## src/rtl/core/tcag_pkg.sv

```systemverilog
`timescale 1ns / 1ps

package tcag_pkg;

   // Default sizes handed to the top level.
   localparam int DEF_MAX_DIMS    = 4;
   localparam int DEF_MAX_SOURCES = 4;
   localparam int DEF_ADDR_BITS   = 32;

   // Widths fixed by the request and response fields.
   localparam int WORD_W   = 32;
   localparam int SEL_W    = 3;
   localparam int SLOT_W   = 4;
   localparam int NUM_W    = 2;
   localparam int CSR_IDX_W = 3;

   // Quotient bits resolved by each divider stage.
   localparam int DIV_STEP_BITS = 4;
   localparam int DIV_STEPS     = WORD_W / DIV_STEP_BITS;

   typedef enum logic {
      OP_ELEMENT = 1'b0,
      OP_TABLE   = 1'b1
   } op_type;

   typedef enum logic [SEL_W-1:0] {
      TBL_SHAPE       = 3'd0,
      TBL_AXIS_SIZE   = 3'd1,
      TBL_STRIDE      = 3'd2,
      TBL_VIEW_OFFSET = 3'd3,
      TBL_BUF_OFFSET  = 3'd4
   } tbl_sel_type;

   typedef enum logic [CSR_IDX_W-1:0] {
      CSR_DIMS    = 3'd0,
      CSR_JOIN    = 3'd1,
      CSR_SOURCES = 3'd2,
      CSR_COUNT   = 3'd3
   } csr_idx_type;

   // Control that travels with every pipeline stage.
   typedef struct packed {
      logic valid;
      logic oor;
   } ctl_type;

endpackage

```

## src/rtl/core/tcag_tables.sv

```systemverilog
`timescale 1ns / 1ps

module tcag_tables
   import tcag_pkg::*;
#(
   parameter int MAX_DIMS    = DEF_MAX_DIMS,
   parameter int MAX_SOURCES = DEF_MAX_SOURCES,
   localparam int RUN_W      = WORD_W + $clog2(MAX_SOURCES + 1)
) (
   input  logic                                          clock,
   input  logic                                          wr_en,
   input  logic [SEL_W-1:0]                              wr_sel,
   input  logic [SLOT_W-1:0]                             wr_slot,
   input  logic [WORD_W-1:0]                             wr_word,
   output logic [MAX_DIMS-1:0][WORD_W-1:0]               shape,
   output logic [MAX_SOURCES-1:0][MAX_DIMS-1:0][WORD_W-1:0] stride,
   output logic [MAX_SOURCES-1:0][WORD_W-1:0]            view_offset,
   output logic [MAX_SOURCES-1:0][WORD_W-1:0]            buf_offset,
   output logic [MAX_SOURCES-1:0][RUN_W-1:0]             range_lo,
   output logic [MAX_SOURCES-1:0][RUN_W-1:0]             range_hi
);

   logic [MAX_DIMS-1:0][WORD_W-1:0]                 shape_ff;
   logic [MAX_SOURCES-1:0][WORD_W-1:0]              size_ff;
   logic [MAX_SOURCES-1:0][MAX_DIMS-1:0][WORD_W-1:0] stride_ff;
   logic [MAX_SOURCES-1:0][WORD_W-1:0]              view_ff;
   logic [MAX_SOURCES-1:0][WORD_W-1:0]              buf_ff;
   logic [MAX_SOURCES-1:0][RUN_W-1:0]               lo_ff, lo_in;
   logic [MAX_SOURCES-1:0][RUN_W-1:0]               hi_ff, hi_in;

   // Table writes; a slot past the table depth matches no entry.
   always_ff @(posedge clock) begin
      if (wr_en) begin
         unique case (wr_sel)
            TBL_SHAPE: begin
               for (int d = 0; d < MAX_DIMS; d++)
                  if (int'(wr_slot) == d) shape_ff[d] <= wr_word;
            end
            TBL_AXIS_SIZE: begin
               for (int s = 0; s < MAX_SOURCES; s++)
                  if (int'(wr_slot) == s) size_ff[s] <= wr_word;
            end
            TBL_STRIDE: begin
               for (int s = 0; s < MAX_SOURCES; s++)
                  for (int d = 0; d < MAX_DIMS; d++)
                     if (int'(wr_slot) == s * MAX_DIMS + d) stride_ff[s][d] <= wr_word;
            end
            TBL_VIEW_OFFSET: begin
               for (int s = 0; s < MAX_SOURCES; s++)
                  if (int'(wr_slot) == s) view_ff[s] <= wr_word;
            end
            TBL_BUF_OFFSET: begin
               for (int s = 0; s < MAX_SOURCES; s++)
                  if (int'(wr_slot) == s) buf_ff[s] <= wr_word;
            end
            default: ;
         endcase
      end
   end

   // Running ranges along the join axis, kept exactly without wrap.
   always_comb begin
      logic [RUN_W-1:0] run;
      run = '0;
      for (int s = 0; s < MAX_SOURCES; s++) begin
         lo_in[s] = run;
         run      = run + RUN_W'(size_ff[s]);
         hi_in[s] = run;
      end
   end

   always_ff @(posedge clock) begin
      lo_ff <= lo_in;
      hi_ff <= hi_in;
   end

   assign shape       = shape_ff;
   assign stride      = stride_ff;
   assign view_offset = view_ff;
   assign buf_offset  = buf_ff;
   assign range_lo    = lo_ff;
   assign range_hi    = hi_ff;

endmodule

```

## config.mk

```make
export PLATFORM = sky130hd
export DESIGN_NAME = tcag_tables
export DESIGN_NICKNAME = d
export VERILOG_FILES = /design/src/rtl/core/tcag_pkg.sv /design/src/rtl/core/tcag_tables.sv
export SDC_FILE = /design/constraint.sdc
export NUM_CORES = 1
export LEC_CHECK = 0
export ABC_AREA = 1
export BUFFER_PORTS_ARGS = -buffer_cell sky130_fd_sc_hd__buf_2
export CAP_MARGIN = 20
export CORE_AREA = 10 10 467 469
export DETAILED_ROUTE_END_ITERATION = 6
export DIE_AREA = 0 0 477 479
export SLEW_MARGIN = 20
export SYNTH_ARGS = -nofsm -noshare
export SYNTH_HDL_FRONTEND = slang
export SYNTH_SLANG_ARGS = --single-unit
export TNS_END_PERCENT = 100
```

## constraint.sdc

```tcl
create_clock -name clock -period 6.4 [get_ports clock]
set_input_delay 0.32 -clock clock [delete_from_list [all_inputs] [get_ports clock]]
set_output_delay 0.32 -clock clock [all_outputs]
set_load 0.02 [all_outputs]
```

==> results list <==
* CTS H-tree lvls: 4
- Hold WC Path Type: input port to flip-flop
* Pin count of the biggest net entering global routing: 33
- I/O pin cnt: 1217
- Fraction of synthesized area in multiplexers: 0
- Detailed placement finished with a half-perimeter wire length of 121000 um.
- Setup violations remaining at the end of the flow were counted as 0.
* Arrival time of data at the critical path endpoint: 6.17 ns
* Sink count of the clock tree: 1158
- CP Max Fanout: 5
- Number of standard cells after synthesis: 2435
* End point of the worst hold path: view_offset[20]
- Row count: 168
* Post-synthesis adder-cell area fraction: 0.0309
* Number of iterations in the first detailed-routing pass: 6
- The clock period could shrink to 5.50 ns.
- The floorplan step defined a die boundary enclosing 228000 um2.
- Buffers added to address setup during post-CTS repair amount to 0.
- Across every metal layer, demand over resource in global routing totals 0.138.
- The most numerous cell type found on the critical path is sky130_fd_sc_hd__nand2_1.
* Power Total: 16.3 mW
- Clock Skews: 0.0548 ns
- Worst path max stage delay: 0.42 ns
- Clock root buffer master: sky130_fd_sc_hd__clkbuf_16
- Netlist Area Pre-Place: 40800 um2
- Post-Synthesis Mean Instance Area: 16.8 um2
- Relative to the synthesized area, the layout overhead comes to 32.8%.
- Vias after detailed routing: 25700
- Number of cells after detailed placement: 6354
* Post-synthesis sequential area ratio: 0.819
- Setup slack closes at 0.902 ns.
- Core Region: 209000 um2
- The number of buffers and inverters on the critical path is 1.
- Fraction of the cycle the final worst path needs: 0.859
- The analysis attributes to cell leakage a power of 20.8 nW.
- Kind of capture point of the worst setup path: flip-flop
- Setup slack after placement: 0.954 ns
- Number of global-route vias before repair: 26500
- Largest buffer count on any clock path: 3
* Basic-gate share of the synthesized area counting and, or, nand and nor cells: 0.0613
- Max-cap violation count: 0
- Initial antenna violation count: 16
- Once placement finished, the instance area stood at 49800 um2.
* Required @ worst endpoint: 7.07 ns
* Count of filler cells inserted in the layout: 21400
- The detail route stage leaves a number of antenna-violating nets equal to 0.
- Worst IR drop on VDD: 0.000297 V
* Final Non-Filler Cells: 6602
- Counting instances, the worst hold path has a depth of 1.
- The worst setup path is launched from a flip-flop.
* Max-slew headroom: 0.197
- In this run the most critical hold path is launched from wr_word[20].
- Total Negative Setup Slacks: 0 ns
- Setup repair after global routing left no endpoint under its margin.
- Largest family of logic cells by synthesized area: simple AND/OR/NAND/NOR gates
- The number of gates resized after CTS was 0.
- Via density: 3.89
* Synth cell types: 46
- The startpoint identified for the worst register-to-register timing path is size_ff[8].
- Max Transition Viols Final: 0
* Fmax: 182 MHz
* Area occupied by registers: 33400 um2
- Number of synthesized flops with an enable pin: 1024
- Counting flops and latches in the post-synthesis netlist gives 1158.
- CTS tree: done
- Chip Width: 477 um
- Start-to-end type of the worst setup path: flip-flop to flip-flop
* Run status: completed
* Power Density: 300 nW/um2
- Sum of routed wire length over all layers: 166000 um
- For the worst flop-to-flop path, the logic depth is 27.
- Among all flip-flop cells after synthesis, the most frequent one is sky130_fd_sc_hd__edfxtp_1.
- Leftover overflow at the end of global routing: 0
- At the later pin of the worst-skew pair, clock insertion delay measures 0.78 ns.
- Post-Synth XOR/XNOR Area: 0.0172
* Global-route wire length before repair: 222000 um
* Cell type group with the largest total delay on the critical path: compound AO/OA/AOI/OAI gates
* Vertical die dimension: 479 um
* Number of I/O port buffers: 1169
* First DRT Iteration DRCs: 2144
* Final-report hold violation count: 0
* Final GP Congestion: 0.852
- The net count of the finished layout is 3826.
- In the final layout, the share of cells above drive strength 1 is 0.398.
- For this run, design rule violations remaining after detail routing come to 0.
- Clock-pin slew was measured on the worst setup and hold paths at 0.06 ns.
* TritonCTS buffer count: 130
- Worst flop-to-flop path endpoint: range_hi[138]
- Area fraction in compound gates after synthesis: 0.0305
- In the synthesized netlist the async set-or-reset flop fraction comes to 0.
- Yosys printed 0 warnings.
- For the pin with the worst max-slew slack, the measured transition is 1.20 ns.
- In the final layout, the multi-input gates occupy 6120 um2.
- Dividing the detail-routed wire length by the instance count gives 25.2 um.
- Among all stages on the critical path, the largest delay is contributed by sky130_fd_sc_hd__edfxtp_1.
- For this configuration, the core starts out at a cell density of 0.196.
- With fillers left out, the area of the finished cells amounts to 54200 um2.
* Worst reg2reg setup slack: 0.90 ns
-- where the power goes --
| group | internal [mW] | total, mW | switching, mW |
|---|---|---|---|
| registers | 8.27 | 8.30 | 0.0284 |
| clock network | 4.14 | 7.42 | 3.28 |
| logic | 0.109 | 0.567 | 0.459 |
-- flip-flops by register name, indices dropped and copies added (netlist names) --
| name | count |
|---|---|
| shape | 128 |
| range_hi | 134 |
| buf_offset | 128 |
| stride | 512 |
| size_ff | 128 |
| view_offset | 128 |
-- synth_stat cells (2+ instances only) --
cell | n | area (um2)
sky130_fd_sc_hd__clkinv_1 | 2 | 7.51
sky130_fd_sc_hd__a31o_2 | 3 | 26.3
sky130_fd_sc_hd__nand4_1 | 11 | 68.8
sky130_fd_sc_hd__ha_1 | 96 | 1200
sky130_fd_sc_hd__a21boi_1 | 3 | 22.5
sky130_fd_sc_hd__o21ai_0 | 42 | 210
sky130_fd_sc_hd__a211oi_1 | 3 | 22.5
sky130_fd_sc_hd__o21bai_1 | 15 | 113
sky130_fd_sc_hd__o21ai_2 | 4 | 35.0
sky130_fd_sc_hd__a21o_1 | 12 | 90.1
sky130_fd_sc_hd__nor2_1 | 153 | 574
sky130_fd_sc_hd__a21oi_2 | 11 | 96.3
sky130_fd_sc_hd__a21oi_1 | 92 | 460
sky130_fd_sc_hd__nand3_2 | 3 | 30.0
sky130_fd_sc_hd__a31oi_1 | 6 | 37.5
sky130_fd_sc_hd__nand2_1 | 327 | 1230
sky130_fd_sc_hd__o21ai_1 | 5 | 25.0
sky130_fd_sc_hd__inv_2 | 9 | 33.8
sky130_fd_sc_hd__o21a_1 | 5 | 37.5
sky130_fd_sc_hd__nor2_2 | 8 | 50.1
sky130_fd_sc_hd__edfxtp_1 | 1024 | 30700
sky130_fd_sc_hd__fa_1 | 3 | 60.1
sky130_fd_sc_hd__nor3_1 | 8 | 40.0
sky130_fd_sc_hd__inv_1 | 141 | 529
sky130_fd_sc_hd__nor3_2 | 2 | 20.0
sky130_fd_sc_hd__nand2_2 | 14 | 87.6
sky130_fd_sc_hd__xor2_1 | 63 | 552
sky130_fd_sc_hd__nand2_4 | 8 | 90.1
sky130_fd_sc_hd__dfxtp_1 | 134 | 2680
sky130_fd_sc_hd__buf_4 | 146 | 1100
sky130_fd_sc_hd__xnor2_1 | 17 | 149
sky130_fd_sc_hd__o211ai_1 | 4 | 30.0
sky130_fd_sc_hd__nand3_1 | 46 | 230
sky130_fd_sc_hd__and3_1 | 3 | 18.8
-- cells in the final DEF, fill, tap and decap left out, types with 8 or more instances in the layout --
master	netlist	routed
sky130_fd_sc_hd__nor2_4	1	33
sky130_fd_sc_hd__a21oi_2	11	11
sky130_fd_sc_hd__dfxtp_1	134	134
sky130_fd_sc_hd__nand4_1	11	11
sky130_fd_sc_hd__o21ai_0	42	42
sky130_fd_sc_hd__nor2_1	153	121
sky130_fd_sc_hd__conb_1	1	47
sky130_fd_sc_hd__a21oi_1	92	92
sky130_fd_sc_hd__clkinv_1	2	20
sky130_fd_sc_hd__edfxtp_1	1024	1024
sky130_fd_sc_hd__clkinv_16	0	9
sky130_fd_sc_hd__o21bai_1	15	15
sky130_fd_sc_hd__nor2_2	8	8
sky130_fd_sc_hd__clkinv_2	0	23
sky130_fd_sc_hd__clkbuf_16	0	130
sky130_fd_sc_hd__buf_2	0	1168
sky130_fd_sc_hd__nand2_4	8	8
sky130_fd_sc_hd__inv_2	9	9
sky130_fd_sc_hd__clkbuf_1	0	26
sky130_fd_sc_hd__ha_1	96	96
sky130_fd_sc_hd__nand3_1	46	46
sky130_fd_sc_hd__buf_4	146	46
sky130_fd_sc_hd__xor2_1	63	63
sky130_fd_sc_hd__nand2_2	14	14
sky130_fd_sc_hd__xnor2_1	17	17
sky130_fd_sc_hd__a21o_1	12	12
sky130_fd_sc_hd__nor3_1	8	8
sky130_fd_sc_hd__nand2_1	327	327
sky130_fd_sc_hd__inv_1	141	141
-- layer usage --
| metal | vias up | share of wire | track usage |
|---|---|---|---|
| met5 | - | 0 | 0 |
| met4 | 0 | 0.027 | 0.0380 |
| met3 | 230 | 0.097 | 0.0497 |
| met2 | 1391 | 0.53 | 0.258 |
| met1 | 13000 | 0.35 | 0.146 |
| li1 | 11100 | - | - |
-- how the worst max path moves through the flow --
stage | from | endpoint | slack, ns | depth (start not counted)
floorplan | size_ff[0] | range_hi[138] | 2.19 | 31
global placement | size_ff[8] | range_hi[138] | 0.92 | 27
detailed placement | size_ff[0] | range_hi[133] | 0.95 | 27
CTS | size_ff[0] | range_hi[133] | 0.98 | 27
global route | size_ff[0] | range_hi[138] | 0.47 | 31
finish | size_ff[8] | range_hi[138] | 0.90 | 27
-- metrics by stage --
| stage | util | hold WS, ns |
|---|---|---|
| detailed placement | 0.239 | 0.361 |
| floorplan | - | 0.352 |
| global route | 0.260 | 0.0530 |
| CTS | 0.259 | 0.0935 |
| global placement | 0.239 | 0.355 |
| finish | 0.260 | 0.114 |
-- kinds of logic after synthesis --
logic type / Yosys count
flip-flops: 1158
AND/OR/NAND/NOR: 590
buffers and inverters: 298
AO/OA/AOI/OAI: 209
adder cells (fa/ha/maj): 99
XOR/XNOR: 80
other: 1
-- timing repair --
| item | in CTS | in global routing |
|---|---|---|
| hold endpoints to repair | 0 | 15 |
| setup endpoints to repair | 0 | 0 |
| hold buffers | 0 | 2 |
-- final cells by class --
| cell class | instances | area share |
|---|---|---|
| Clock buffer | 157 | 0.0621 |
| Timing Repair Buffer | 1219 | 0.116 |
| Inverter | 152 | 0.0105 |
| Antenna cell | 5 | 0.000231 |
| Sequential cell | 1158 | 0.617 |
| Clock inverter | 81 | 0.0168 |
| Tap cell | 2805 | 0.0647 |
| Multi-Input combinational cell | 1025 | 0.113 |
No activity file was read; power rests on OpenSTA's default activity.
